===== src/rtl/dat_pkg.sv =====
// Shared types, constants and a helper function for the device allocation table.
package dat_pkg;

    localparam int NUM_DEVICES = 16;
    localparam int NUM_TYPES   = 4;
    localparam int TYPE_SLOTS  = 4;
    localparam int REG_COUNT   = 4;

    localparam int REG_W     = 5;
    localparam int JOB_W     = 8;
    localparam int TYPE_W    = 2;
    localparam int MAP_W     = 16;
    localparam int STATUS_W  = 2;
    localparam int IDX_W     = $clog2(NUM_DEVICES);
    localparam int CNT_W     = $clog2(NUM_DEVICES + 1);
    localparam int CFG_IDX_W = $clog2(REG_COUNT);

    localparam logic MODE_ALLOC   = 1'b0;
    localparam logic MODE_RECLAIM = 1'b1;

    typedef enum logic [STATUS_W-1:0] {
        STATUS_OK    = 2'd0,
        STATUS_SHORT = 2'd1,
        STATUS_NONE  = 2'd2
    } status_t;

    typedef logic [TYPE_SLOTS-1:0][REG_W-1:0] unit_vec_t;
    typedef logic [TYPE_SLOTS-1:0][CNT_W-1:0] cnt_vec_t;

    typedef struct packed {
        cnt_vec_t lo;
        cnt_vec_t hi;
    } ranges_t;

    // Request token that walks down the row of device cells.
    typedef struct packed {
        logic                   valid;
        logic                   mode;
        logic [JOB_W-1:0]       job;
        logic [CNT_W-1:0]       lo;
        logic [CNT_W-1:0]       hi;
        logic [CNT_W-1:0]       want;
        logic [CNT_W-1:0]       changed;
        logic [NUM_DEVICES-1:0] map;
    } pkt_t;

    localparam unit_vec_t RESET_UNITS = {REG_W'(1), REG_W'(4), REG_W'(3), REG_W'(2)};

    // Contiguous ranges per type, clipped at the end of the table.
    function automatic ranges_t build_ranges(input unit_vec_t units);
        ranges_t r;
        int      pos;
        int      c;
        pos = 0;
        for (int t = 0; t < TYPE_SLOTS; t++)
        begin
            c = (t < NUM_TYPES) ? int'(units[t]) : 0;
            if (c > NUM_DEVICES - pos)
                c = NUM_DEVICES - pos;
            r.lo[t] = CNT_W'(pos);
            r.hi[t] = CNT_W'(pos + c);
            pos     = pos + c;
        end
        return r;
    endfunction

endpackage


===== src/rtl/dat_req_if.sv =====
// Request channel: valid/ready handshake with the allocate or reclaim payload.
interface dat_req_if;
    logic                          valid;
    logic                          ready;
    logic                          mode;
    logic [dat_pkg::JOB_W-1:0]     job_id;
    logic [dat_pkg::TYPE_W-1:0]    device_type;
    logic [dat_pkg::REG_W-1:0]     unit_count;

    modport source (output valid, mode, job_id, device_type, unit_count, input ready);
    modport sink   (input valid, mode, job_id, device_type, unit_count, output ready);
endinterface


===== src/rtl/dat_rsp_if.sv =====
// Result channel: valid/ready handshake with status, device map and counts.
interface dat_rsp_if;
    logic                          valid;
    logic                          ready;
    logic [dat_pkg::STATUS_W-1:0]  status;
    logic [dat_pkg::MAP_W-1:0]     device_map;
    logic [dat_pkg::REG_W-1:0]     units_changed;
    logic [dat_pkg::REG_W-1:0]     free_left;

    modport source (output valid, status, device_map, units_changed, free_left, input ready);
    modport sink   (input valid, status, device_map, units_changed, free_left, output ready);
endinterface


===== src/rtl/dat_cell.sv =====
// One device entry: busy flag and owner, updates the passing request token.
module dat_cell (
    input  logic                       clk,
    input  logic                       rst_n,
    input  logic                       clear,
    input  logic [dat_pkg::IDX_W-1:0]  idx,
    input  dat_pkg::pkt_t              pkt_in,
    output dat_pkg::pkt_t              pkt_out
);

    logic                       busy_reg;
    logic [dat_pkg::JOB_W-1:0]  owner_reg;
    dat_pkg::pkt_t              pkt_reg;
    dat_pkg::pkt_t              pkt_next;
    logic                       in_range;
    logic                       take;

    always_comb
    begin
        in_range = (dat_pkg::CNT_W'(idx) >= pkt_in.lo) && (dat_pkg::CNT_W'(idx) < pkt_in.hi);
        if (pkt_in.mode == dat_pkg::MODE_ALLOC)
            take = pkt_in.valid && in_range && !busy_reg && (pkt_in.changed < pkt_in.want);
        else
            take = pkt_in.valid && busy_reg && (owner_reg == pkt_in.job);

        pkt_next = pkt_in;
        if (take)
        begin
            pkt_next.changed  = pkt_in.changed + dat_pkg::CNT_W'(1);
            pkt_next.map[idx] = 1'b1;
        end
    end

    always_ff @(posedge clk or negedge rst_n)
    begin
        if (!rst_n)
        begin
            busy_reg <= 1'b0;
            pkt_reg  <= '0;
        end
        else
        begin
            pkt_reg <= pkt_next;
            if (clear)
                busy_reg <= 1'b0;
            else if (take)
                busy_reg <= (pkt_in.mode == dat_pkg::MODE_ALLOC);
        end
    end

    always_ff @(posedge clk)
    begin
        if (take && pkt_in.mode == dat_pkg::MODE_ALLOC)
            owner_reg <= pkt_in.job;
    end

    assign pkt_out = pkt_reg;

endmodule


===== src/rtl/dat_ctrl.sv =====
// Request sequencer: configuration, type ranges, free counts and result register.
module dat_ctrl (
    input  logic                          clk,
    input  logic                          rst_n,
    input  logic                          cfg_we,
    input  logic [dat_pkg::CFG_IDX_W-1:0] cfg_index,
    input  logic [dat_pkg::REG_W-1:0]     cfg_data,
    dat_req_if.sink                       req,
    dat_rsp_if.source                     rsp,
    output dat_pkg::pkt_t                 pkt_out,
    input  dat_pkg::pkt_t                 pkt_ret,
    output logic                          clear
);

    typedef enum logic [1:0] {ST_IDLE, ST_SWEEP, ST_DONE} state_t;

    state_t                                state_reg;
    dat_pkg::unit_vec_t                    units_reg;
    dat_pkg::unit_vec_t                    units_next;
    dat_pkg::ranges_t                      ranges_next;
    dat_pkg::ranges_t                      ranges_rst;
    dat_pkg::cnt_vec_t                     lo_reg;
    dat_pkg::cnt_vec_t                     hi_reg;
    dat_pkg::cnt_vec_t                     fc_reg;
    dat_pkg::cnt_vec_t                     fc_next;
    dat_pkg::pkt_t                         pkt_reg;

    logic                                  mode_reg;
    logic [dat_pkg::TYPE_W-1:0]            ty_reg;
    logic                                  fail_reg;
    logic [dat_pkg::NUM_DEVICES-1:0]       fin_map_reg;
    logic [dat_pkg::CNT_W-1:0]             fin_changed_reg;

    logic                                  rsp_valid_reg;
    logic [dat_pkg::STATUS_W-1:0]          status_reg;
    logic [dat_pkg::MAP_W-1:0]             map_reg;
    logic [dat_pkg::REG_W-1:0]             changed_reg;
    logic [dat_pkg::REG_W-1:0]             free_reg;

    logic [dat_pkg::CNT_W-1:0]             avail;
    logic                                  want_big;
    logic                                  want_zero;
    logic [dat_pkg::TYPE_SLOTS-1:0][dat_pkg::NUM_DEVICES-1:0] type_mask;
    dat_pkg::status_t                      status_sel;
    logic [dat_pkg::CNT_W-1:0]             free_sel;

    assign clear      = cfg_we && (int'(cfg_index) < dat_pkg::REG_COUNT);
    assign ranges_rst = dat_pkg::build_ranges(dat_pkg::RESET_UNITS);

    always_comb
    begin
        units_next = units_reg;
        if (clear)
            units_next[cfg_index] = cfg_data;
        ranges_next = dat_pkg::build_ranges(units_next);
    end

    always_comb
    begin
        avail     = (int'(req.device_type) < dat_pkg::NUM_TYPES) ? fc_reg[req.device_type] : '0;
        want_big  = int'(req.unit_count) > int'(avail);
        want_zero = (req.unit_count == '0);
    end

    // Device membership per type, used to return freed devices to their type.
    always_comb
    begin
        for (int t = 0; t < dat_pkg::TYPE_SLOTS; t++)
            for (int d = 0; d < dat_pkg::NUM_DEVICES; d++)
                type_mask[t][d] = (dat_pkg::CNT_W'(d) >= lo_reg[t]) &&
                                  (dat_pkg::CNT_W'(d) < hi_reg[t]);
    end

    always_comb
    begin
        fc_next = fc_reg;
        if (mode_reg == dat_pkg::MODE_ALLOC)
        begin
            if (!fail_reg)
                fc_next[ty_reg] = fc_reg[ty_reg] - fin_changed_reg;
            status_sel = fail_reg ? dat_pkg::STATUS_SHORT : dat_pkg::STATUS_OK;
        end
        else
        begin
            for (int t = 0; t < dat_pkg::TYPE_SLOTS; t++)
                fc_next[t] = fc_reg[t] +
                             dat_pkg::CNT_W'($countones(fin_map_reg & type_mask[t]));
            status_sel = (fin_changed_reg == '0) ? dat_pkg::STATUS_NONE : dat_pkg::STATUS_OK;
        end
        free_sel = (int'(ty_reg) < dat_pkg::NUM_TYPES) ? fc_next[ty_reg] : '0;
    end

    always_ff @(posedge clk or negedge rst_n)
    begin
        if (!rst_n)
        begin
            state_reg       <= ST_IDLE;
            units_reg       <= dat_pkg::RESET_UNITS;
            lo_reg          <= ranges_rst.lo;
            hi_reg          <= ranges_rst.hi;
            for (int t = 0; t < dat_pkg::TYPE_SLOTS; t++)
                fc_reg[t] <= ranges_rst.hi[t] - ranges_rst.lo[t];
            pkt_reg         <= '0;
            rsp_valid_reg   <= 1'b0;
            mode_reg        <= dat_pkg::MODE_ALLOC;
            ty_reg          <= '0;
            fail_reg        <= 1'b0;
            fin_map_reg     <= '0;
            fin_changed_reg <= '0;
            status_reg      <= '0;
            map_reg         <= '0;
            changed_reg     <= '0;
            free_reg        <= '0;
        end
        else
        begin
            if (rsp_valid_reg && rsp.ready && state_reg != ST_DONE)
                rsp_valid_reg <= 1'b0;

            if (clear)
            begin
                units_reg <= units_next;
                lo_reg    <= ranges_next.lo;
                hi_reg    <= ranges_next.hi;
                for (int t = 0; t < dat_pkg::TYPE_SLOTS; t++)
                    fc_reg[t] <= ranges_next.hi[t] - ranges_next.lo[t];
            end

            case (state_reg)
                ST_IDLE:
                begin
                    if (req.valid)
                    begin
                        mode_reg        <= req.mode;
                        ty_reg          <= req.device_type;
                        fail_reg        <= (req.mode == dat_pkg::MODE_ALLOC) && want_big;
                        fin_map_reg     <= '0;
                        fin_changed_reg <= '0;
                        // Failed or empty allocations skip the sweep.
                        if (req.mode == dat_pkg::MODE_ALLOC && (want_big || want_zero))
                            state_reg <= ST_DONE;
                        else
                        begin
                            pkt_reg.valid   <= 1'b1;
                            pkt_reg.mode    <= req.mode;
                            pkt_reg.job     <= req.job_id;
                            pkt_reg.lo      <= lo_reg[req.device_type];
                            pkt_reg.hi      <= hi_reg[req.device_type];
                            pkt_reg.want    <= dat_pkg::CNT_W'(req.unit_count);
                            pkt_reg.changed <= '0;
                            pkt_reg.map     <= '0;
                            state_reg       <= ST_SWEEP;
                        end
                    end
                end
                ST_SWEEP:
                begin
                    // token is launched for a single cycle
                    pkt_reg.valid <= 1'b0;
                    if (pkt_ret.valid)
                    begin
                        fin_map_reg     <= pkt_ret.map;
                        fin_changed_reg <= pkt_ret.changed;
                        state_reg       <= ST_DONE;
                    end
                end
                ST_DONE:
                begin
                    if (!rsp_valid_reg || rsp.ready)
                    begin
                        rsp_valid_reg <= 1'b1;
                        status_reg    <= status_sel;
                        map_reg       <= dat_pkg::MAP_W'(fin_map_reg);
                        changed_reg   <= dat_pkg::REG_W'(fin_changed_reg);
                        free_reg      <= dat_pkg::REG_W'(free_sel);
                        if (!clear)
                            fc_reg <= fc_next;
                        state_reg     <= ST_IDLE;
                    end
                end
                default:
                begin
                    state_reg <= ST_IDLE;
                end
            endcase
        end
    end

    assign req.ready         = (state_reg == ST_IDLE);
    assign pkt_out           = pkt_reg;
    assign rsp.valid         = rsp_valid_reg;
    assign rsp.status        = status_reg;
    assign rsp.device_map    = map_reg;
    assign rsp.units_changed = changed_reg;
    assign rsp.free_left     = free_reg;

endmodule


===== src/rtl/device_allocation_table.sv =====
// Top level of the device allocation table: sequencer plus a row of device cells.
//
// Requests arrive on req (valid/ready). An allocate transaction claims the lowest
// free devices of one type for a job; a reclaim transaction frees every device of
// a job. Each request gives exactly one transaction on rsp with status, device
// map, number of devices changed and the type's remaining free count.
// A request that sweeps the table sends a token through sixteen device cells, one
// cell per cycle, and the sequencer registers the result when the token returns. An allocate
// that fails or asks for zero devices skips the sweep and goes straight to the
// done state. One request is in flight at a time; req.ready is high only
// while the sequencer is idle, and a new request is taken while the previous
// result still waits.
// If rsp stalls, the finished result holds and the next one waits in the
// sequencer until the output register frees.
// Reset, or any write to a count register (cfg_we), rebuilds the type ranges
// and marks every device free. Counts that pass the table's end are clipped.
module device_allocation_table (
    input  logic                          clk,
    input  logic                          rst_n,
    input  logic                          cfg_we,
    input  logic [dat_pkg::CFG_IDX_W-1:0] cfg_index,
    input  logic [dat_pkg::REG_W-1:0]     cfg_data,
    dat_req_if.sink                       req,
    dat_rsp_if.source                     rsp
);

    dat_pkg::pkt_t pkt [dat_pkg::NUM_DEVICES+1];
    logic          clear;

    dat_ctrl u_ctrl (
        .clk       (clk),
        .rst_n     (rst_n),
        .cfg_we    (cfg_we),
        .cfg_index (cfg_index),
        .cfg_data  (cfg_data),
        .req       (req),
        .rsp       (rsp),
        .pkt_out   (pkt[0]),
        .pkt_ret   (pkt[dat_pkg::NUM_DEVICES]),
        .clear     (clear)
    );

    for (genvar i = 0; i < dat_pkg::NUM_DEVICES; i++)
    begin : g_cell
        dat_cell u_cell (
            .clk     (clk),
            .rst_n   (rst_n),
            .clear   (clear),
            .idx     (dat_pkg::IDX_W'(i)),
            .pkt_in  (pkt[i]),
            .pkt_out (pkt[i+1])
        );
    end

endmodule


===== src/flat_wrapper.sv =====
// flat-port wrapper written by rule: the top's interface ports become plain ports
module device_allocation_table_flat 
  (clk, rst_n, cfg_we, cfg_index, cfg_data, req_valid, req_mode, req_job_id, req_device_type, req_unit_count, req_ready, rsp_valid, rsp_status, rsp_device_map, rsp_units_changed, rsp_free_left, rsp_ready);
  dat_req_if req_i ();
  dat_rsp_if rsp_i ();
  input  logic clk;
  input  logic rst_n;
  input  logic cfg_we;
  input  logic [dat_pkg::CFG_IDX_W-1:0] cfg_index;
  input  logic [dat_pkg::REG_W-1:0] cfg_data;
  input wire logic [$bits(req_i.valid)-1:0] req_valid;
  input wire logic [$bits(req_i.mode)-1:0] req_mode;
  input wire logic [$bits(req_i.job_id)-1:0] req_job_id;
  input wire logic [$bits(req_i.device_type)-1:0] req_device_type;
  input wire logic [$bits(req_i.unit_count)-1:0] req_unit_count;
  output wire logic [$bits(req_i.ready)-1:0] req_ready;
  output wire logic [$bits(rsp_i.valid)-1:0] rsp_valid;
  output wire logic [$bits(rsp_i.status)-1:0] rsp_status;
  output wire logic [$bits(rsp_i.device_map)-1:0] rsp_device_map;
  output wire logic [$bits(rsp_i.units_changed)-1:0] rsp_units_changed;
  output wire logic [$bits(rsp_i.free_left)-1:0] rsp_free_left;
  input wire logic [$bits(rsp_i.ready)-1:0] rsp_ready;
  assign req_i.valid = req_valid;
  assign req_i.mode = req_mode;
  assign req_i.job_id = req_job_id;
  assign req_i.device_type = req_device_type;
  assign req_i.unit_count = req_unit_count;
  assign req_ready = req_i.ready;
  assign rsp_valid = rsp_i.valid;
  assign rsp_status = rsp_i.status;
  assign rsp_device_map = rsp_i.device_map;
  assign rsp_units_changed = rsp_i.units_changed;
  assign rsp_free_left = rsp_i.free_left;
  assign rsp_i.ready = rsp_ready;
  device_allocation_table u_core (.clk(clk), .rst_n(rst_n), .cfg_we(cfg_we), .cfg_index(cfg_index), .cfg_data(cfg_data), .req(req_i), .rsp(rsp_i));
endmodule

===== config.mk =====
export PLATFORM = sky130hd
export DESIGN_NAME = device_allocation_table_flat
export DESIGN_NICKNAME = d
export VERILOG_FILES = /design/src/rtl/dat_pkg.sv /design/src/rtl/dat_req_if.sv /design/src/rtl/dat_rsp_if.sv /design/src/rtl/dat_cell.sv /design/src/rtl/dat_ctrl.sv /design/src/rtl/device_allocation_table.sv /design/src/flat_wrapper.sv
export SDC_FILE = /design/constraint.sdc
export NUM_CORES = 1
export LEC_CHECK = 0
export ABC_CLOCK_PERIOD_IN_PS = 13030
export BUFFER_PORTS_ARGS = -buffer_cell sky130_fd_sc_hd__buf_2
export CAP_MARGIN = 20
export CORE_MARGIN = 8
export CORE_UTILIZATION = 64
export CTS_CLUSTER_DIAMETER = 100
export DETAILED_ROUTE_END_ITERATION = 10
export GPL_ROUTABILITY_DRIVEN = 0
export PLACE_DENSITY = 0.81
export SYNTH_ARGS = -nofsm -noshare
export SYNTH_HDL_FRONTEND = slang
export SYNTH_HIERARCHICAL = 1
export SYNTH_SLANG_ARGS = --single-unit

===== constraint.sdc =====
create_clock -name clk -period 13.03 [get_ports clk]
set_input_delay 2.606 -clock clk [delete_from_list [all_inputs] [get_ports clk]]
set_output_delay 2.606 -clock clk [all_outputs]
set_load 0.005 [all_outputs]

# After elaboration in Yosys (flattened, before gate mapping)
# Index checks and enable logic that the tools add are counted.
dict set report totals {
  register_bits 997
  word_cells 810
  input_bits 28
}
dict set report classes {
  eq_ne 23
  addsub 89
  reduce_logical 211
  n_lt_le_gt_ge 170
  n_bitwise 22
  muxes 111
}
# operator count
set ops {}
lappend ops {{21-bit two-way mux} 15}
lappend ops {{4-bit by 5-bit < comparator with 1-bit output, first input constant} 40}
lappend ops {{1-bit logical AND} 166}
lappend ops {{4-bit by 5-bit greater-or-equal comparator with 1-bit output, first input constant} 32}
lappend ops {{20-bit two-way mux} 7}
lappend ops {{8-bit equality test} 16}
lappend ops {{3-bit by 5-bit < comparator with 1-bit output, first input constant} 20}
lappend ops {{6-bit by 32-bit greater-than comparator with 1-bit output} 3}
lappend ops {{6-bit by 32-bit subtractor with 32-bit output, first input constant} 3}
lappend ops {{46-bit two-way mux} 2}
lappend ops {{3-bit by 5-bit greater-or-equal comparator with 1-bit output, first input constant} 16}
lappend ops {{5-bit by 1-bit adder with 5-bit output, second input constant} 15}
lappend ops {{5-bit < comparator} 15}
lappend ops {{1-bit by 1-bit adder with 2-bit output} 32}
lappend ops {{32-bit adder} 2}
lappend ops {{16-bit AND} 4}
lappend ops {{32-bit two-way mux} 2}
lappend ops {{1-bit by 5-bit < comparator with 1-bit output, first input constant} 11}
lappend ops {{5-bit two-way mux} 11}
lappend ops {{1-bit two-way mux} 52}
lappend ops {{5-bit binary-select mux with 2-bit select} 5}
lappend ops {{2-bit by 5-bit < comparator with 1-bit output, first input constant} 10}
lappend ops {{2-bit by 2-bit adder with 3-bit output} 16}
lappend ops {{20-bit bitwise mux} 2}
lappend ops {{29 further kinds} 129}

# Longest topological paths before layout
dict set report depth {
  word_depth 25
  depth_mapped 64
  ltp_nobuf 64
}

# Modules after synthesis
# Netlist, hierarchy kept.
# module area_each_um2 instances cells_each
set modules_own_cells {}
lappend modules_own_cells {dat_cell 2148.3 16 149}
lappend modules_own_cells {dat_ctrl 13540.5 1 1525}
lappend modules_own_cells {device_allocation_table 7.5 1 2}

# Worst setup path before layout
# Ideal clock, no wire load.
dict set report synth_timing {
  path_type {input to register}
  from {in cfg_index[1] (netlist bit)}
  to {reg u_core/u_ctrl/fc_reg[19] (netlist bit)}
  cell_stages 49
  required_time_ns 12.948
  arrival_ns 14.759
  setup_time_ns 0.082
  n_path_buf 0
  setup_slack_ns -1.811
  cell_sequence {nor3b_1 mux2i_1 inv_1 nor2_1 inv_1 ha_1 xnor2_1 ha_1 and3_1 a31oi_1 o21ai_0 nor2_1 o21ai_0 ha_1 fa_1 or3b_1 or4_4 nand3_1 [13 not listed] o211ai_1 nor3_2 nand3b_1 or3b_1 nand4b_1 xnor2_1 a21oi_4 mux2i_1 ha_1 fa_1 fa_1 a21o_1 a21oi_1 xor2_1 xnor2_1 a21oi_1 or2_0 a31oi_1}
}
# item line_no
set synth_rtl {}
lappend synth_rtl {{start: declaration} flat_wrapper.sv:9} ;# input logic [dat_pkg::CFG_IDX_W-1:0] cfg_index;
lappend synth_rtl {{end signal: indexed assignment} dat_ctrl.sv:102} ;# fc_reg[t] <= ranges_rst.hi[t] - ranges_rst.lo[t];
lappend synth_rtl {{end signal: indexed assignment} dat_ctrl.sv:126} ;# fc_reg[t] <= ranges_next.hi[t] - ranges_next.lo[t];
lappend synth_rtl {{end signal: assignment} dat_ctrl.sv:177} ;# fc_reg <= fc_next;
lappend synth_rtl {{end: declaration} dat_ctrl.sv:24} ;# dat_pkg::cnt_vec_t fc_reg;

==> results summary <==
The flow ran to the end, but the final reports show violations. The checks that failed: setup timing. The count of clock tree sinks came out at 996. The min-delay analysis places its worst path in the category reg -> reg. The area of the die is 0.08290 mm^2.

Fill cells in the final layout number 4556. After detailed routing, the number of vias per cell comes to 5.669. The number of nets with antenna violations after routing is 0. The share of layout cells above drive strength 1 is 15.83%. The chip width is 287.9 um.

STA classifies the critical path startpoint as a primary input. The utilization after layout is 74.74%. The post-layout net count came out at 4860. The synthesized netlist occupies a cell area of 0.04732 mm^2. The number of port buffers came out at 57. The number of buffers inserted for hold repair after clock tree synthesis came out at 0. The slew at the pin closest to its max-slew limit came out at 1113 ps.

The maximum fanout count along the critical path is 6. The critical path is of the in -> reg type. The average instance area after synthesis came out at 12.17 um^2. The buffer levels on the longest clock path came out at 3. The total wire length is 103100 um. The wire length per cell after detailed routing came out at 18.65 um. In the global route stage, overall resource usage came out at 24.70%. Summing all placed instances gives a cell area of 0.05076 mm^2.

In the finished design, the share of the clock period the worst path needs comes to 104.1%. The maximum clock rate came out at 73.73 MHz. The standard cell core area came out at 0.07308 mm^2. The CTS H-tree depth came out at 3. The global-route congestion overflow total came out at 0. The number of buffer and inverter stages on the critical path came out at 8. The HPWL after detailed placement is 72570 um.

The I/O pin count is 58. The number of standard-cell rows in the floorplan came out at 99. The DRC violation count after routing is 0. Setup violations remaining at the end of the flow were counted as 2. The tool flagged a number of max-cap violations equal to 0.

The initial standard-cell utilization of the core came out at 64.75%. The final critical-path required period came out at 13560 ps. The number of warnings printed during yosys synthesis came out at 6.

The TritonCTS clock tree is built. The peak per-stage delay on the critical path came out at 470 ps. The count of endpoints failing hold in the final timing report was 0. The final route contains 31330 vias. For the final database, setup skew stands at 38.93 ps. The number of antenna violations at the first check in global routing is 0. The count of antenna diodes in the layout came out at 0. The post-route worst hold slack is 362.5 ps.

At the later pin of the worst-skew pair, clock insertion delay measures 660 ps. Among cell families on the critical path, the largest total delay comes from compound AO/OA/AOI/OAI gates. For the worst setup path, the data required time is 13590 ps. The clock-pin slew on the worst setup and hold paths is 60 ps. The arrival time of the worst setup path came out at 14130 ps.

The largest net degree at the start of global routing came out at 163. For this run, the detailed router's first-pass iteration total came to 8. The number of buffers created by CTS came out at 97. The cell at the root of the clock tree is sky130_fd_sc_hd__clkbuf_16. The kind of end point of the critical path is a flop. The flip-flop count of the largest register after layout came out at 712.

The relative max-transition margin is 25.80%. The wire length of the first global-routing pass is 165000 um. The via count of the first global-routing pass came out at 32040. Setup repair after global routing could not meet its margin everywhere. The growth of design area from synthesis to finish came out at 15.42%. The slowest stage of the critical path is the sky130_fd_sc_hd__fa_2 cell.

The final worst slack came out at -533.0 ps. The violation count after the first detailed-routing iteration came out at 2194. The design area is 0.05462 mm^2.

Counting every instance in the synthesized netlist gives 3887. The number of max-slew violations in the final report is 0. The overall die height is 287.9 um.
[worst paths after layout]
kind	start	to	slack (ps)	cells past startpoint
setup / recovery	cfg_index[1]	u_core/u_ctrl/fc_reg[19]	-530	55
hold / removal	u_core/g_cell[11].u_cell/pkt_out[21]	u_core/g_cell[12].u_cell/pkt_out[21]	360	0
setup reg to reg	u_core/u_ctrl/units_reg[1]	u_core/u_ctrl/fc_reg[19]	1570	56
hold reg to reg	u_core/g_cell[11].u_cell/pkt_out[21]	u_core/g_cell[12].u_cell/pkt_out[21]	360	0
max in group asynchronous	rst_n	u_core/u_ctrl/units_reg[13]	8790	3
min in group asynchronous	rst_n	u_core/g_cell[14].u_cell/pkt_out[43]	1970	1
[layer usage]
metal | vias up | GRT usage (%) | share of wire, %
met5 | - | 0 | 0
met4 | 0 | 8.568 | 4.0
met3 | 264 | 4.565 | 6.3
met2 | 970 | 43.04 | 51
met1 | 15480 | 30.93 | 39
li1 | 14620 | - | -
[layout by cell type, fill, tap and decap left out, types with 100 or more instances in the layout]
master                      instances
sky130_fd_sc_hd__nor2_1           205
sky130_fd_sc_hd__xor2_1           143
sky130_fd_sc_hd__inv_1            279
sky130_fd_sc_hd__nand2_1          201
sky130_fd_sc_hd__clkbuf_16        100
sky130_fd_sc_hd__a31o_1           194
sky130_fd_sc_hd__ha_1             283
sky130_fd_sc_hd__edfxtp_1         128
sky130_fd_sc_hd__dfrtp_1          851
sky130_fd_sc_hd__buf_4            186
sky130_fd_sc_hd__conb_1           394
sky130_fd_sc_hd__xnor2_1          104
sky130_fd_sc_hd__a21oi_1          145
[final cells by class]
| cell class | count | area (um^2) | area share (%) |
|---|---|---|---|
| timing repair buffer | 247 | 1785 | 3.269 |
| tap | 959 | 1200 | 2.197 |
| clock buffer | 141 | 2836 | 5.193 |
| multi-input combinational | 2855 | 21680 | 39.69 |
| inverter | 287 | 1080 | 1.977 |
| clock inverter | 41 | 454.2 | 0.8316 |
| sequential | 996 | 25590 | 46.84 |
[repair_timing]
item	CTS	global route
setup buffers	4	23
pin swaps	10	55
gates resized for setup	13	60
setup endpoints to repair	1	6
[metrics by stage]
step / setup TNS [ps] / setup WS, ps / cells
floorplan: -516.6 / -516.6 / 4278
global placement: -747.2 / -561.3 / 5317
detailed placement: -2305 / -1028 / 5317
CTS: -87.18 / -87.18 / 5503
global route: -1896 / -983.7 / 5526
finish: -676.9 / -533.0 / 5526
Power is not shown: default switching activity piles up to over one toggle a cycle in this logic, so the estimate is an artifact.
